==> src/rtl/usp_pkg.sv <==
// Shared types, codes and scheme tables for the URL stream parser.
`default_nettype none

package usp_pkg;

  // Input and result beats
  typedef struct packed {
    logic [7:0] char_in;
    logic       end_of_url;
  } in_beat_t;

  typedef struct packed {
    logic [7:0]  char_out;
    logic [2:0]  role;
    logic        last_of_url;
    logic [2:0]  error;
    logic        host_is_ip;
    logic [15:0] port_number;
    logic [7:0]  host_length;
    logic        default_path;
  } out_beat_t;

  // Parse phases
  localparam logic [2:0] PH_WS      = 3'd0;
  localparam logic [2:0] PH_PREFIX  = 3'd1;
  localparam logic [2:0] PH_HOST    = 3'd2;
  localparam logic [2:0] PH_PORT    = 3'd3;
  localparam logic [2:0] PH_PATH    = 3'd4;
  localparam logic [2:0] PH_QUERY   = 3'd5;
  localparam logic [2:0] PH_DISCARD = 3'd6;

  // Byte roles
  localparam logic [2:0] ROLE_SKIP    = 3'd0;
  localparam logic [2:0] ROLE_SCHEME  = 3'd1;
  localparam logic [2:0] ROLE_HOST    = 3'd2;
  localparam logic [2:0] ROLE_PORT    = 3'd3;
  localparam logic [2:0] ROLE_PATH    = 3'd4;
  localparam logic [2:0] ROLE_QUERY   = 3'd5;
  localparam logic [2:0] ROLE_DISCARD = 3'd6;

  // Error codes
  localparam logic [2:0] ERR_NONE      = 3'd0;
  localparam logic [2:0] ERR_PREFIX    = 3'd1;
  localparam logic [2:0] ERR_SCHEME    = 3'd2;
  localparam logic [2:0] ERR_PORT_CHAR = 3'd3;
  localparam logic [2:0] ERR_PORT_OVF  = 3'd4;
  localparam logic [2:0] ERR_HOST_LONG = 3'd5;

  // Characters
  localparam logic [7:0] CH_SPACE = 8'h20;
  localparam logic [7:0] CH_TAB   = 8'h09;
  localparam logic [7:0] CH_COLON = 8'h3a;
  localparam logic [7:0] CH_SLASH = 8'h2f;
  localparam logic [7:0] CH_DOT   = 8'h2e;
  localparam logic [7:0] CH_QMARK = 8'h3f;
  localparam logic [7:0] CH_0     = 8'h30;
  localparam logic [7:0] CH_9     = 8'h39;

  localparam logic [15:0] DEFAULT_PORT = 16'd80;
  localparam logic [8:0]  OCTET_MAX    = 9'd255;
  localparam logic [8:0]  OCTET_OVER   = 9'd256;
  localparam logic [15:0] PORT_MAX     = 16'hffff;
  localparam logic [2:0]  IP_DOTS      = 3'd3;
  localparam logic [2:0]  DOT_SAT      = 3'd4;
  localparam logic [2:0]  HOLD_MAX     = 3'd7;

  // Scheme table, index 0 is the one accepted scheme
  localparam int NUM_SCH   = 5;
  localparam int SCH_HTTP  = 0;
  localparam int SCH_HTTPS = 1;
  localparam logic [2:0] HTTP_STEM_END = 3'd3;  // position of the 'p' in "http"

  localparam logic [7:0] SCH_CHARS [NUM_SCH][8] = '{
    '{"h", "t", "t", "p", ":", "/", "/", 8'h00},
    '{"h", "t", "t", "p", "s", ":", "/", "/"},
    '{"f", "t", "p", ":", "/", "/", 8'h00, 8'h00},
    '{"f", "i", "l", "e", ":", "/", "/", 8'h00},
    '{"f", "t", "p", "s", ":", "/", "/", 8'h00}
  };
  localparam logic [3:0] SCH_LEN [NUM_SCH] = '{4'd7, 4'd8, 4'd6, 4'd7, 4'd7};

  // Parse state carried from byte to byte (host count kept apart, its width varies)
  typedef struct packed {
    logic [2:0]  phase;
    logic [15:0] port_acc;
    logic [8:0]  octet_acc;
    logic [2:0]  dot_count;
    logic        ip_valid;
    logic [2:0]  error_code;
  } body_state_t;

  localparam body_state_t BODY_RESET = '{
    phase:      PH_WS,
    port_acc:   DEFAULT_PORT,
    octet_acc:  9'd0,
    dot_count:  3'd0,
    ip_valid:   1'b1,
    error_code: ERR_NONE
  };

  // Scheme matcher verdict for the current prefix byte
  typedef struct packed {
    logic [NUM_SCH-1:0] match;
    logic               full;
    logic               full_ok;
    logic               proper;
    logic               starts_http;
  } scheme_res_t;

endpackage

`default_nettype wire

==> src/rtl/usp_scheme.sv <==
// Scheme prefix matcher: compares the next held position against each scheme.
`default_nettype none

module usp_scheme
  import usp_pkg::*;
(
  input  logic [2:0]         held,
  input  logic [NUM_SCH-1:0] alive,
  input  logic [7:0]         char_in,
  output scheme_res_t        res
);

  logic [3:0]         m;
  logic [NUM_SCH-1:0] full_v;
  logic [NUM_SCH-1:0] proper_v;

  always_comb begin
    m = {1'b0, held} + 4'd1;
    for (int i = 0; i < NUM_SCH; i++) begin
      res.match[i] = alive[i] && (m <= SCH_LEN[i]) && (char_in == SCH_CHARS[i][held]);
      full_v[i]    = res.match[i] && (m == SCH_LEN[i]);
      proper_v[i]  = res.match[i] && (m < SCH_LEN[i]);
    end
    res.full    = |full_v;
    res.full_ok = full_v[SCH_HTTP];
    res.proper  = |proper_v;
    // four or more bytes beginning "http"
    res.starts_http = (held >= HTTP_STEM_END) && (alive[SCH_HTTP] || alive[SCH_HTTPS]) &&
                      ((held != HTTP_STEM_END) ||
                       (char_in == SCH_CHARS[SCH_HTTP][HTTP_STEM_END]));
  end

endmodule

`default_nettype wire

==> src/rtl/usp_body.sv <==
// Per-byte host/port/path/query tagger and its next-state logic.
`default_nettype none

module usp_body
  import usp_pkg::*;
#(
  parameter int MAX_HOST = 255,
  localparam int HOST_W = $clog2(MAX_HOST + 1)
) (
  input  logic [7:0]        char_in,
  input  body_state_t       state,
  input  logic [HOST_W-1:0] host_count,
  output body_state_t       state_next,
  output logic [HOST_W-1:0] host_next,
  output logic [2:0]        role
);

  localparam logic [HOST_W-1:0] HOST_LIMIT = HOST_W'(MAX_HOST);

  logic        is_digit;
  logic [3:0]  digit;
  logic [11:0] oct_mul;
  logic [19:0] port_mul;
  logic [2:0]  dot_inc;

  always_comb begin
    is_digit = char_in inside {[CH_0:CH_9]};
    digit    = 4'(char_in - CH_0);
    oct_mul  = ({3'b0, state.octet_acc} << 3) + ({3'b0, state.octet_acc} << 1) +
               {8'b0, digit};
    port_mul = ({4'b0, state.port_acc} << 3) + ({4'b0, state.port_acc} << 1) +
               {16'b0, digit};
    dot_inc  = (state.dot_count < DOT_SAT) ? state.dot_count + 3'd1 : state.dot_count;

    state_next = state;
    host_next  = host_count;
    role       = ROLE_DISCARD;

    case (state.phase)
      PH_HOST: begin
        if (char_in == CH_COLON) begin
          state_next.phase    = PH_PORT;
          state_next.port_acc = 16'd0;
          role                = ROLE_PORT;
        end else if (char_in == CH_SLASH) begin
          state_next.phase = PH_PATH;
          role             = ROLE_PATH;
        end else if (host_count >= HOST_LIMIT) begin
          state_next.phase      = PH_DISCARD;
          state_next.error_code = ERR_HOST_LONG;
        end else begin
          host_next = host_count + HOST_W'(1);
          role      = ROLE_HOST;
          if (is_digit) begin
            if (oct_mul > {3'b0, OCTET_MAX}) begin
              state_next.octet_acc = OCTET_OVER;
              state_next.ip_valid  = 1'b0;
            end else begin
              state_next.octet_acc = oct_mul[8:0];
            end
          end else if (char_in == CH_DOT) begin
            state_next.octet_acc = 9'd0;
            state_next.dot_count = dot_inc;
            if (dot_inc > IP_DOTS) state_next.ip_valid = 1'b0;
          end else begin
            state_next.ip_valid = 1'b0;
          end
        end
      end
      PH_PORT: begin
        if (char_in == CH_SLASH) begin
          state_next.phase = PH_PATH;
          role             = ROLE_PATH;
        end else if (is_digit) begin
          if (port_mul > {4'b0, PORT_MAX}) begin
            state_next.phase      = PH_DISCARD;
            state_next.error_code = ERR_PORT_OVF;
          end else begin
            state_next.port_acc = port_mul[15:0];
            role                = ROLE_PORT;
          end
        end else begin
          state_next.phase      = PH_DISCARD;
          state_next.error_code = ERR_PORT_CHAR;
        end
      end
      PH_PATH: begin
        if (char_in == CH_QMARK) begin
          state_next.phase = PH_QUERY;
          role             = ROLE_QUERY;
        end else begin
          role = ROLE_PATH;
        end
      end
      PH_QUERY: role = ROLE_QUERY;
      default:  role = ROLE_DISCARD;
    endcase
  end

endmodule

`default_nettype wire

==> src/rtl/url_stream_parser_top.sv <==
// URL stream parser top level: input register, scheme hold buffer, tagger, result register.
//
//  channel | beat        | handshake               | direction
//  --------+-------------+-------------------------+----------
//  byte    | in_beat_t   | byte_valid / byte_ready | in
//  tag     | out_beat_t  | tag_valid  / tag_ready  | out
//
// Whitespace and body bytes pass through the input register, then the result register;
// a new byte can enter while the last is still in flight. Bytes that may still form a
// scheme are held without output; the byte that settles the scheme joins them, then the
// m held bytes (m at most 8) leave through the single result register, one per cycle
// while tag_ready allows, and input waits until they are out.
// rst is synchronous and clears all control state; no clearing pass.
// A stalled result register still lets the input register take one beat.
`default_nettype none

module url_stream_parser_top
  import usp_pkg::*;
#(
  parameter int MAX_HOST = 255
) (
  input  logic      clk,
  input  logic      rst,
  input  logic      byte_valid,
  output logic      byte_ready,
  input  in_beat_t  byte_data,
  output logic      tag_valid,
  input  logic      tag_ready,
  output out_beat_t tag_data
);

  localparam int HOST_W = $clog2(MAX_HOST + 1);

  // input register
  logic     iv;
  in_beat_t ib;

  // result register
  logic      ov;
  out_beat_t ob;
  out_beat_t out_next;

  // parse state
  body_state_t        bst;
  body_state_t        bst_next;
  body_state_t        body_next;
  logic [HOST_W-1:0]  host_count;
  logic [HOST_W-1:0]  host_next;
  logic [HOST_W-1:0]  body_host;
  logic [HOST_W+7:0]  host_wide;

  // scheme hold buffer; one extra slot for the deciding byte
  logic [2:0]         prefix_count;
  logic [NUM_SCH-1:0] alive;
  logic [7:0]         held_bytes [8];

  // replay of held bytes
  logic       flush_active;
  logic [2:0] flush_idx;
  logic [2:0] flush_last;
  logic       flush_fixed;   // fixed role, else bytes go through the tagger
  logic [2:0] flush_role;
  logic       flush_eou;

  logic               out_free;
  logic               fl_go;
  logic               in_go;
  logic               in_ws;
  logic               ws_char;
  logic               ws_emit;
  logic               pfx_go;
  logic               body_direct;
  logic               body_use;
  logic               hold;
  logic [2:0]         held;
  logic [NUM_SCH-1:0] alive_in;
  logic [7:0]         cur_char;
  logic [2:0]         body_role;
  scheme_res_t        sres;
  logic               emit;
  logic               emit_last;
  logic [2:0]         emit_role;
  logic               ok;

  assign tag_valid = ov;
  assign tag_data  = ob;

  // handshake and work selection
  always_comb begin
    out_free    = !ov || tag_ready;
    fl_go       = flush_active && out_free;
    in_go       = !flush_active && iv && out_free;
    byte_ready  = !iv || in_go;
    in_ws       = (bst.phase == PH_WS);
    ws_char     = ib.char_in inside {CH_SPACE, CH_TAB};
    ws_emit     = in_go && in_ws && ws_char;
    pfx_go      = in_go && ((in_ws && !ws_char) || (bst.phase == PH_PREFIX));
    body_direct = in_go && !in_ws && (bst.phase != PH_PREFIX);
    body_use    = body_direct || (fl_go && !flush_fixed);
    cur_char    = flush_active ? held_bytes[flush_idx] : ib.char_in;
    held        = in_ws ? 3'd0 : prefix_count;
    alive_in    = in_ws ? '1 : alive;
  end

  usp_scheme u_scheme (
    .held    (held),
    .alive   (alive_in),
    .char_in (ib.char_in),
    .res     (sres)
  );

  usp_body #(
    .MAX_HOST (MAX_HOST)
  ) u_body (
    .char_in    (cur_char),
    .state      (bst),
    .host_count (host_count),
    .state_next (body_next),
    .host_next  (body_host),
    .role       (body_role)
  );

  // next state, result beat
  always_comb begin
    hold      = sres.proper && !ib.end_of_url && (held != HOLD_MAX);
    bst_next  = bst;
    host_next = host_count;
    if (body_use) begin
      bst_next  = body_next;
      host_next = body_host;
    end
    if (pfx_go) begin
      if (sres.full) begin
        if (sres.full_ok) begin
          bst_next.phase = PH_HOST;
        end else begin
          bst_next.phase      = PH_DISCARD;
          bst_next.error_code = ERR_SCHEME;
        end
      end else if (hold) begin
        bst_next.phase = PH_PREFIX;
      end else if (sres.starts_http) begin
        bst_next.phase      = PH_DISCARD;
        bst_next.error_code = ERR_PREFIX;
      end else begin
        bst_next.phase = PH_HOST;   // no scheme: held bytes replay as body
      end
    end

    emit      = ws_emit || body_direct || fl_go;
    emit_last = fl_go ? (flush_eou && (flush_idx == flush_last)) : ib.end_of_url;
    if (ws_emit) begin
      emit_role = ROLE_SKIP;
    end else if (fl_go && flush_fixed) begin
      emit_role = flush_role;
    end else begin
      emit_role = body_role;
    end

    // summary from the state after this byte
    ok        = (bst_next.error_code == ERR_NONE);
    host_wide = {8'b0, host_next};

    out_next.char_out    = cur_char;
    out_next.role        = emit_role;
    out_next.last_of_url = emit_last;
    if (emit_last) begin
      out_next.error        = bst_next.error_code;
      out_next.host_is_ip   = ok && bst_next.ip_valid && (bst_next.dot_count == IP_DOTS);
      out_next.port_number  = ok ? bst_next.port_acc : 16'd0;
      out_next.host_length  = host_wide[7:0];
      out_next.default_path = ok && (bst_next.phase <= PH_PORT);
    end else begin
      out_next.error        = ERR_NONE;
      out_next.host_is_ip   = 1'b0;
      out_next.port_number  = 16'd0;
      out_next.host_length  = 8'd0;
      out_next.default_path = 1'b0;
    end
  end

  // control registers
  always_ff @(posedge clk) begin
    if (rst) begin
      iv           <= 1'b0;
      ov           <= 1'b0;
      flush_active <= 1'b0;
      bst          <= BODY_RESET;
      host_count   <= '0;
      prefix_count <= 3'd0;
    end else begin
      if (byte_ready) iv <= byte_valid;
      if (out_free) ov <= emit;
      if (emit && emit_last) begin
        // URL done: back to reset state
        bst          <= BODY_RESET;
        host_count   <= '0;
        prefix_count <= 3'd0;
      end else begin
        bst        <= bst_next;
        host_count <= host_next;
        if (pfx_go) prefix_count <= hold ? held + 3'd1 : 3'd0;
      end
      if (pfx_go && !hold) begin
        flush_active <= 1'b1;
      end else if (fl_go && (flush_idx == flush_last)) begin
        flush_active <= 1'b0;
      end
    end
  end

  // payload registers
  always_ff @(posedge clk) begin
    if (byte_ready) ib <= byte_data;
    if (out_free && emit) ob <= out_next;
    if (pfx_go) begin
      held_bytes[held] <= ib.char_in;
      alive            <= sres.match;
      flush_idx        <= 3'd0;
      flush_last       <= held;
      flush_fixed      <= sres.full || sres.starts_http;
      flush_role       <= (sres.full && sres.full_ok) ? ROLE_SCHEME : ROLE_DISCARD;
      flush_eou        <= ib.end_of_url;
    end else if (fl_go) begin
      flush_idx <= flush_idx + 3'd1;
    end
  end

`ifndef SYNTHESIS
  a_err_clears_summary: assert property (@(posedge clk) disable iff (rst)
    tag_valid && tag_data.last_of_url && (tag_data.error != ERR_NONE)
    |-> (tag_data.port_number == 16'd0) && !tag_data.host_is_ip && !tag_data.default_path)
    else $error("summary fields set on an errored URL");

  a_reset_after_last: assert property (@(posedge clk) disable iff (rst)
    emit && emit_last |=> (bst == BODY_RESET) && (prefix_count == 3'd0) && !flush_active)
    else $error("parse state not restored after last beat");

  a_hold_in_prefix: assert property (@(posedge clk) disable iff (rst)
    (prefix_count != 3'd0) |-> (bst.phase == PH_PREFIX))
    else $error("held bytes outside scheme phase");

  a_flush_bounds: assert property (@(posedge clk) disable iff (rst)
    flush_active |-> (flush_idx <= flush_last))
    else $error("replay index past held bytes");
`endif

endmodule

`default_nettype wire
==> config.mk <==
export PLATFORM = sky130hd
export DESIGN_NAME = url_stream_parser_top
export DESIGN_NICKNAME = d
export VERILOG_FILES = /design/src/rtl/usp_pkg.sv /design/src/rtl/usp_scheme.sv /design/src/rtl/usp_body.sv /design/src/rtl/url_stream_parser_top.sv
export SDC_FILE = /design/constraint.sdc
export NUM_CORES = 1
export LEC_CHECK = 0
export BUFFER_PORTS_ARGS = -buffer_cell sky130_fd_sc_hd__buf_2
export CAP_MARGIN = 20
export CORE_MARGIN = 2
export CORE_UTILIZATION = 50
export CTS_CLUSTER_DIAMETER = 30
export DETAILED_ROUTE_END_ITERATION = 12
export PLACE_DENSITY = 0.7
export SYNTH_ARGS = -nofsm -noshare
export SYNTH_HDL_FRONTEND = slang
export SYNTH_SLANG_ARGS = --single-unit
==> constraint.sdc <==
create_clock -name clk -period 4.8 [get_ports clk]
set_input_delay 0.96 -clock clk [delete_from_list [all_inputs] [get_ports clk]]
set_output_delay 0.96 -clock clk [all_outputs]
set_load 0.005 [all_outputs]
==> results by stage, run 1 <==
Cells and area:
- Summing all flip-flop and latch instances after layout gives 4888 µm².
- In the final layout, the share of cells above drive strength 1 is 0.1797.
- 0 antenna diodes ended up in the layout.
- The final-stage net count is 1113.
- From synthesis to final layout, the design area changed by 14.98%.
- The final instance area is around 12000 µm².
- Leaving out filler cells and counting taps, the final layout contains approximately 1.3k.
- The number of filler cells placed in the layout is 1644.
- The multi-input combinational cells in the finished layout cover a total of 4893 µm².

Yosys:
- Of all flip-flops after synthesis, the portion carrying an async set or reset was 0.
- The sequential fraction of the synthesis area is 0.4836.
- Of the total synthesized cell area, the portion taken by AND, OR, NAND and NOR gates is 0.1733.
- The synthesized area per cell is approximately 11 µm².
- The portion of synthesized area spent on multiplexers is 0.03964.
- The complex-gate fraction of the synthesized area is 0.1363.
- The most common flop cell mapped by yosys is sky130_fd_sc_hd__edfxtp_1.
- Of the total synthesized cell area, the portion taken by XOR and XNOR cells is 0.04423.
- The mapped netlist covers 10100 µm².
- Of the total synthesized cell area, the portion taken by full adders, half adders and majority gates is 0.08598.
- The synthesis-stage register bit count is 181.
- The number of nets produced by synthesis is 1031.
- Yosys printed 0 warnings.
- By area, the combinational part of the netlist is dominated by simple AND/OR/NAND/NOR gates.
- The cell count after synthesis is 951.
- The number of synthesized flops with an enable pin is 126.
- The netlist uses 83 different library cells.

Power:
- The internal portion of the total power is 2.755 mW.
- The share of total power dissipated in combinational logic is 0.169.
- IR analysis of the VDD net gives a maximum drop of between 0.2 and 0.25 mV.
- Of the total power, the clock network draws 0.358.
- In this run the power density over the cells is 333.5 nW/µm².
- In this run the static leakage power is 4.531 nW.
- The sequential share of power is 0.473.
- For this design the total switching power over the nets is between 1 and 1.5 mW.
- Of the total power, the share spent switching nets is 0.2885.

Min path:
- The path class of the lowest-slack min-delay path is reg -> reg.

Detailed routing:
- Dividing the detail-routed wire length by the instance count gives 18.02 µm.
- The number of detailed-routing iterations run before antenna repair is 5.
- For this run, design rule violations remaining after detail routing come to 0.
- After detailed routing, the total wire length is 23620 µm.
- The remaining antenna violation count after routing is 0.
- The routed layout has 7725 vias.
- In the routed layout, each cell is associated on average with a via count of 5.892.
- The initial detailed-routing violation count is ~800.

Critical path:
- The slowest stage of the critical path is the sky130_fd_sc_hd__fa_1 cell.
- On the worst path, the slowest cell contributes a delay of about 0.45 ns.
- Counting both buffers and inverters, the worst setup path holds a total of 4.
- STA puts the critical path data required time at ~5.1 ns.
- The worst setup path is captured at a flop.
- The kind of launch point of the worst setup path is a flop.
- Broken down by cell family, the worst path's largest delay share belongs to compound AO/OA/AOI/OAI gates.
- The arrival time reported for the critical path endpoint is 4.76 ns.
- The critical path in this run is classified as reg -> reg.
- Along the worst path, the maximum fanout reaches 15.
- Traced cell by cell, the critical path runs through buf_6, mux2i_1, a22oi_1, a31oi_2, fa_1, inv_1, ha_1, a211oi_2, o21ai_0, a41oi_1, buf_4, and4b_1, o21ai_1, o311ai_0, a311o_1, o21ai_2, buf_12, nor3_1.

Timing:
- The fraction of the cycle the final worst path needs is 0.9360.
- Setup violations remaining at the end of the flow were counted as 0.
- Setup total negative slack on the finished layout was measured at 0 ns.
- The clock arrives with 0.01273 ns of skew.
- The achievable frequency is 0.2226 GHz.
- Setup repair after global routing left no endpoint under its margin.
- The routed design could run at a clock period as short as 4.493 ns.
- For the pin with the worst max-slew slack, the measured transition is 0.9251 ns.
- The post-route worst setup slack is around 0.31 ns.
- The max-slew violation count is 0.
- The worst pin sits at a relative slew slack of 0.3833.
- The number of failing hold endpoints at the final stage was 0.

Placement:
- During placement, the flow inserted port buffers numbering 55.
- The post-DP HPWL is 16890 µm.
- The pre-CTS worst setup slack is -0.005298 ns.
- Once placement completed, the tool counted placed cells totaling 1276.
- Summing all placed instances gives a cell area of 10920 µm².
- The congestion estimate from routability-driven global placement came to 0.9236.

Floorplan:
- The die covers 21350 µm².
- The count of boundary I/O pins is 56.
- The core region is 19650 µm².
- The horizontal extent of the die is about 150 µm.
- The initial utilization of the core area, before any placement, comes to 0.5139.
- Row generation in the floorplan step produced 51 rows.
- The die height is 146.1 µm.

Clocking:
- Clock latency on the worst-skew pair, taken at its later pin, is roughly 0.43 ns.
- The root buffer cell chosen for the clock tree is sky130_fd_sc_hd__clkbuf_16.
- The number of sinks driven by the clock tree is 181.
- The number of buffers created by CTS is 17.
- In this run the deepest clock path goes through 2 buffers.
- The count of H-tree levels built during CTS is 4.
- TritonCTS built the clock tree.
- Clock-pin slew was measured on the worst setup and hold paths at 0.07 ns.
- The hold buffer count at cts is 0.

Flow run:
- Max-cap violations in this run came to 0.

Global route:
- The first-pass GRT wire length is 38120 µm.
- The number of global-route vias before repair is 7317.
- Entering global routing, the biggest net connects 42 pins.
- The initial antenna violation count came to 1.
- The overall global routing resource usage is 0.2231.
- The total overflow reported by the global router is 0.

Status:
- The flow ran to the end, and the final reports show no timing, DRC or antenna violations.
==> repair_timing <==
item | CTS | global route
pin swaps | 0 | 3
buffers inserted | 0 | 3
resized for setup | 2 | 10
endpoints found under the setup margin | 7 | 40
==> power by group through the flow <==
| stage | Sequential, mW | Clock [mW] | Combinational (mW) |
|---|---|---|---|
| after floorplan | 1.84 | 0 | 0.436 |
| after global placement | 1.87 | 0 | 0.614 |
| after detailed placement | 1.87 | 0 | 0.622 |
| after CTS | 1.84 | 1.41 | 0.623 |
| after global routing | 1.84 | 1.47 | 0.710 |
| final | 1.83 | 1.39 | 0.655 |
==> cell families after synthesis <==
logic type / after synthesis
compound gates: 197
simple gates: 329
xor+xnor: 51
mux: 40
fa+ha+maj: 67
flops: 181
buf+inv: 86
==> final timing paths <==
path              cells past startpoint     from      endpoint  slack, ns
hold / removal                        2  bst[14]       bst[14]       0.49
hold reg to reg                       2  bst[14]       bst[14]       0.49
setup / recovery                     18     flop  tag_data[10]       0.31
setup reg to reg                     18     flop  tag_data[10]       0.31
==> stage by stage <==
stage | total power, mW | util | hold slack (ns)
global route | 4.019 | 0.5908 | 0.5261
global placement | 2.483 | 0.5556 | 0.4725
detailed placement | 2.493 | 0.5556 | 0.4853
CTS | 3.869 | 0.5866 | 0.4966
finish | 3.873 | 0.5908 | 0.4947
floorplan | 2.281 | - | 0.4520
==> worst min-delay path, cell delays in order, from the launching register on <==
cell                      delay, ns
sky130_fd_sc_hd__dfxtp_1       0.34
sky130_fd_sc_hd__nand2_1       0.06
sky130_fd_sc_hd__a21oi_1       0.05
==> synthesized netlist by cell type (all sizes together) (4+ instances only) <==
| master | number | area share |
|---|---|---|
| a22oi | 32 | 0.024 |
| o21a | 6 | 0.0045 |
| o21ai | 24 | 0.013 |
| ha | 63 | 0.078 |
| nand3b | 8 | 0.0059 |
| nor3 | 50 | 0.030 |
| nand2b | 10 | 0.0062 |
| or2 | 7 | 0.0043 |
| xor2 | 24 | 0.021 |
| or4 | 4 | 0.0033 |
| a211oi | 8 | 0.0059 |
| o2111ai | 5 | 0.0043 |
| a31oi | 8 | 0.0050 |
| o311ai | 5 | 0.0043 |
| nand3 | 30 | 0.016 |
| mux2i | 40 | 0.040 |
| nor2b | 15 | 0.0093 |
| nor4b | 4 | 0.0041 |
| nand4 | 5 | 0.0031 |
| edfxtp | 126 | 0.37 |
| o31ai | 6 | 0.0050 |
| and2 | 6 | 0.0037 |
| buf | 17 | 0.011 |
| nand2 | 58 | 0.022 |
| clkbuf | 32 | 0.012 |
| o22ai | 4 | 0.0025 |
| nor4 | 13 | 0.0081 |
| nor2 | 87 | 0.033 |
| xnor2 | 27 | 0.023 |
| a21oi | 50 | 0.025 |
| and3 | 7 | 0.0043 |
| fa | 4 | 0.0079 |
| and4b | 4 | 0.0040 |
| a22o | 4 | 0.0035 |
| inv | 36 | 0.013 |
| a21o | 6 | 0.0045 |
| o21bai | 4 | 0.0030 |
| a311oi | 4 | 0.0052 |
| o31a | 4 | 0.0035 |
| dfxtp | 55 | 0.11 |
| or3 | 9 | 0.0056 |
==> flip-flops by register name (all words and copies together), names as in the netlist, named ones only <==
register and cells:
alive 5, bst 35, flush_active 1, flush_eou 1, flush_fixed 1, flush_idx 3
flush_last 3, flush_role 2, held_bytes 64, host_count 8, ib 9, iv 1
prefix_count 3, tag_data 41, tag_valid 1
==> placed cells by master, fill, tap and decap left out, types with 12 or more instances in the layout <==
cell type / count
sky130_fd_sc_hd__clkbuf_16: 17
sky130_fd_sc_hd__a21oi_1: 49
sky130_fd_sc_hd__edfxtp_1: 126
sky130_fd_sc_hd__nor2_1: 86
sky130_fd_sc_hd__nor2b_1: 15
sky130_fd_sc_hd__a22oi_1: 32
sky130_fd_sc_hd__nand3_1: 29
sky130_fd_sc_hd__dfxtp_1: 54
sky130_fd_sc_hd__buf_4: 52
sky130_fd_sc_hd__nor3_1: 39
sky130_fd_sc_hd__xor2_1: 23
sky130_fd_sc_hd__ha_1: 63
sky130_fd_sc_hd__inv_1: 35
sky130_fd_sc_hd__buf_2: 55
sky130_fd_sc_hd__nor4_1: 12
sky130_fd_sc_hd__mux2i_1: 40
sky130_fd_sc_hd__xnor2_1: 27
sky130_fd_sc_hd__o21ai_0: 20
sky130_fd_sc_hd__nand2_1: 57
==> layer usage <==
layer	global-route usage	vias up	part of all wire	wire, µm
li1	-	3726	-	-
met1	0.3135	3701	0.46	10960
met2	0.3502	266	0.46	10830
met3	0.03844	32	0.060	1407
met4	0.07913	0	0.018	423
met5	0	-	0	0
==> final cells by class <==
class	count	area share
inverters	37	0.01196
multi-input cells	684	0.4214
repair buffers	112	0.06519
clock inverters	14	0.01411
flip-flops and latches	181	0.4210
clock buffers	18	0.03782
well taps	265	0.02855
No activity file was read; power rests on OpenSTA's default activity.
==> run 2, diff against run 1 <==
--- a/config.mk
+++ b/config.mk
@@ -8,10 +8,9 @@
 export BUFFER_PORTS_ARGS = -buffer_cell sky130_fd_sc_hd__buf_2
 export CAP_MARGIN = 20
 export CORE_MARGIN = 2
-export CORE_UTILIZATION = 50
+export CORE_UTILIZATION = 45
 export CTS_CLUSTER_DIAMETER = 30
 export DETAILED_ROUTE_END_ITERATION = 12
-export PLACE_DENSITY = 0.7
 export SYNTH_ARGS = -nofsm -noshare
 export SYNTH_HDL_FRONTEND = slang
 export SYNTH_SLANG_ARGS = --single-unit
==> run 2 against run 1 <==
Final area rose by 0.22%; wire length grew 4.5%; critical path depth down 5; critical path type unchanged; largest power group unchanged.
==> results by stage, run 2 (synthesized netlist as in run 1, its figures left out) <==
Critical path:
- The critical path goes through o31ai_1, inv_1, ha_1, or4b_2, o21ai_0, a22oi_1, or4_1, or3_1, o311ai_1, o21a_1, buf_4, o2111a_1, and4_1.
- The largest single stage delay on the critical path is 0.69 ns.
- The startpoint of the most critical register-to-register path is bst[34].
- The maximum net fanout on the critical path is 6.
- The worst path required time is 5.12 ns.
- The worst setup path is captured at a flop.
- The worst setup path is launched from a flop.
- For this design, the slowest cell found on the critical path is sky130_fd_sc_hd__o31ai_1.
- The number of buffer and inverter instances along the worst setup path is 2.
- Counting cells, the worst reg-to-reg path comes to 13.
- The register-to-register path setup slack is ~0.3 ns.
- The type of the setup path with the least slack is reg -> reg.
- The most critical setup path has its endpoint at tag_data[0].
- The kind of cell adding the most delay to the critical path is simple AND/OR/NAND/NOR gates.
- The arrival time reported for the critical path endpoint is 4.82 ns.
- The start point of the critical path is bst[34].
- The total number of cells along the worst setup path is 13.
- The endpoint identified for the worst register-to-register timing path is tag_data[0].

Cells and area:
- The area overhead of the layout relative to synthesis is 15.23%.
- In the layout the commonest cells are sky130_fd_sc_hd__edfxtp_1, sky130_fd_sc_hd__nor2_1, sky130_fd_sc_hd__ha_1.
- The final-stage net count is 1116.
- The final instance area is 11640 µm².
- The number of filler cells placed in the layout is just under 2k.
- The register with the most flip-flops in the layout has 64 of them.
- In the final layout, the share of cells above drive strength 1 is 0.1821.
- Leaving out fill and tap cells, the most frequent cell in the layout is sky130_fd_sc_hd__edfxtp_1.
- The register with the most flip-flops in the final layout is held_bytes.
- The diode insertion count for antenna repair is 0.

Timing:
- The max-slew violation count is 0.
- The slew at the pin closest to its max-slew limit is 0.8542 ns.
- The final period demand of the worst path is 4.499 ns.
- The final setup skew is 0.01688 ns.
- Measured against its own limit, the worst slew margin works out to 0.4305.
- Across all hold checks on the routed design, the worst slack comes to around 0.5 ns.
- The number of failing hold endpoints at the final stage is 0.
- The achievable frequency is 0.2223 GHz.
- The final setup violation count is 0.
- The fraction of the cycle the final worst path needs is 0.9372.
- The total negative slack is 0 ns.

Global route:
- The first-pass GRT wire length is 39880 µm.
- For this run, the total global-route usage over all layers was measured as 0.2159.
- The number of global-route vias before repair is 7271.
- Entering global routing, the biggest net connects 42 pins.
- The total overflow reported by the global router is 0.
- The initial antenna violation count is 0.

Power:
- The switching share of power is 0.2945.
- The clock network fraction of total power is 0.359.
- IR analysis of the VDD net gives a maximum drop of approximately 0.21 mV.
- The internal power of the cells is around 2.7 mW.
- The leakage component of the power is 4.541 nW.
- In this run the power spent charging and discharging nets is 1.144 mW.
- The share of total power in combinational logic is 0.172.
- The sequential share of power is 0.469.
- The power per cell area is 333.9 nW/µm².

Detailed routing:
- The vias after detailed routing is 7581.
- Summed over all layers, the routed wires come to approximately 25000 µm.
- In the routed design, unresolved DRC markers number 0.
- The first routing iteration left 550 violations.
- The average wire per cell in the routed design is 18.58 µm.
- The pre-antenna-repair detailed-routing pass consisted of 6 iterations.
- Once detail routing completed, the nets flagged for antenna violations numbered 0.
- The number of vias per cell after detailed routing is approximately 5.7.

Floorplan:
- The die height is roughly 150 µm.
- The number of core rows is 54.
- The standard cell core area is 21960 µm².
- The horizontal extent of the die is between 150 and 200 µm.
- The count of boundary I/O pins is between 50 and 60.
- For this configuration, the core starts out at a cell density of 0.4599.
- The die covers about 24000 µm².

Clocking:
- Clock-pin slew was measured on the worst setup and hold paths at 0.07 ns.
- The master cell of the clock root buffer is sky130_fd_sc_hd__clkbuf_16.
- Buffers inserted during clock tree synthesis total 17.
- The later-pin clock latency in the skew report is 0.45 ns.
- The hold buffer count at cts is 0.
- The clock tree from TritonCTS is yes.
- The count of H-tree levels built during CTS is 4.
- CTS saw 181 sinks.
- The maximum buffer depth of the clock tree is 2.

Min path:
- The startpoint identified for the worst hold timing path is bst[11].
- The path class of the tightest hold or removal check is reg -> reg.

Placement:
- The global placer's final weighted congestion is 0.8752.
- The count of buffers inserted at the top-level ports is 55.
- Once detailed placement completed, the half-perimeter wirelength came to 17730 µm.
- The post-place instance area is ~11000 µm².

Status:
- The run finished with clean final reports.

Flow run:
- The count of max-cap constraint violations is 0.
-- run 2: changes by cell type in the layout (fill, tap and decap cells not counted), sizes merged --
cell,previous run,this run
buf,112,115
clkbuf,18,17
clkinv,9,7
inv,41,44
-- run 2: power groups by stage --
stage	clock (mW)	combinational [mW]	sequential (mW)
4_1_cts	1.41	0.662	1.82
3_3_place_gp	0	0.652	1.86
5_1_grt	1.47	0.734	1.83
2_1_floorplan	0	0.436	1.84
6_report	1.39	0.670	1.82
3_5_place_dp	0	0.659	1.86
-- run 2: what timing repair did --
item                                    4_1_cts  5_1_grt
gates resized for setup                       1       11
endpoints found under the hold margin         0        0
endpoints found under the setup margin        9       40
setup buffers                                 0        1
pin swaps                                     0        1
-- run 2: worst reg2reg max path: stages, from the launching register on --
cell	delay, ns
sky130_fd_sc_hd__dfxtp_1	0.37
sky130_fd_sc_hd__o31ai_1	0.69
sky130_fd_sc_hd__inv_1	0.22
sky130_fd_sc_hd__ha_1	0.27
sky130_fd_sc_hd__or4b_2	0.60
sky130_fd_sc_hd__o21ai_0	0.10
sky130_fd_sc_hd__a22oi_1	0.10
sky130_fd_sc_hd__or4_1	0.51
sky130_fd_sc_hd__or3_1	0.38
sky130_fd_sc_hd__o311ai_1	0.20
sky130_fd_sc_hd__o21a_1	0.34
sky130_fd_sc_hd__buf_4	0.18
sky130_fd_sc_hd__o2111a_1	0.21
sky130_fd_sc_hd__and4_1	0.19
-- run 2: layout make-up --
class                   instances  area, µm²  share of cell area
well taps                     280      350.3             0.03010
multi-input cells             684       4901              0.4211
clock inverters                15      156.4             0.01344
clock buffers                  17      425.4             0.03656
repair buffers                115      779.5             0.06698
flip-flops and latches        181       4886              0.4198
inverters                      37      138.9             0.01193
-- run 2: metrics by stage --
stage	utilization	std cells	power (mW)	setup WS, ns
2_1_floorplan	-	951	2.281	0.1392
3_3_place_gp	0.4998	1296	2.508	0.1407
3_5_place_dp	0.4998	1296	2.515	-0.01785
4_1_cts	0.5265	1328	3.891	0.04378
5_1_grt	0.5300	1329	4.030	-0.005504
6_report	0.5300	1329	3.886	0.3014
-- run 2: layer usage --
| metal | global-route usage | up-vias | wire length (µm) |
|---|---|---|---|
| li1 | - | 3729 | - |
| met1 | 0.3233 | 3602 | 12010 |
| met2 | 0.3207 | 220 | 10960 |
| met3 | 0.03439 | 30 | 1254 |
| met4 | 0.06943 | 0 | 467 |
| met5 | 0 | - | 0 |
-- run 2: worst min-delay path by stage --
stage          cells past startpoint  slack, ns   endpoint
2_1_floorplan                      0       0.45  flush_eou
3_3_place_gp                       2       0.48    bst[11]
3_5_place_dp                       2       0.48    bst[11]
4_1_cts                            2       0.49    bst[11]
5_1_grt                            2       0.51    bst[13]
6_report                           2       0.49    bst[11]
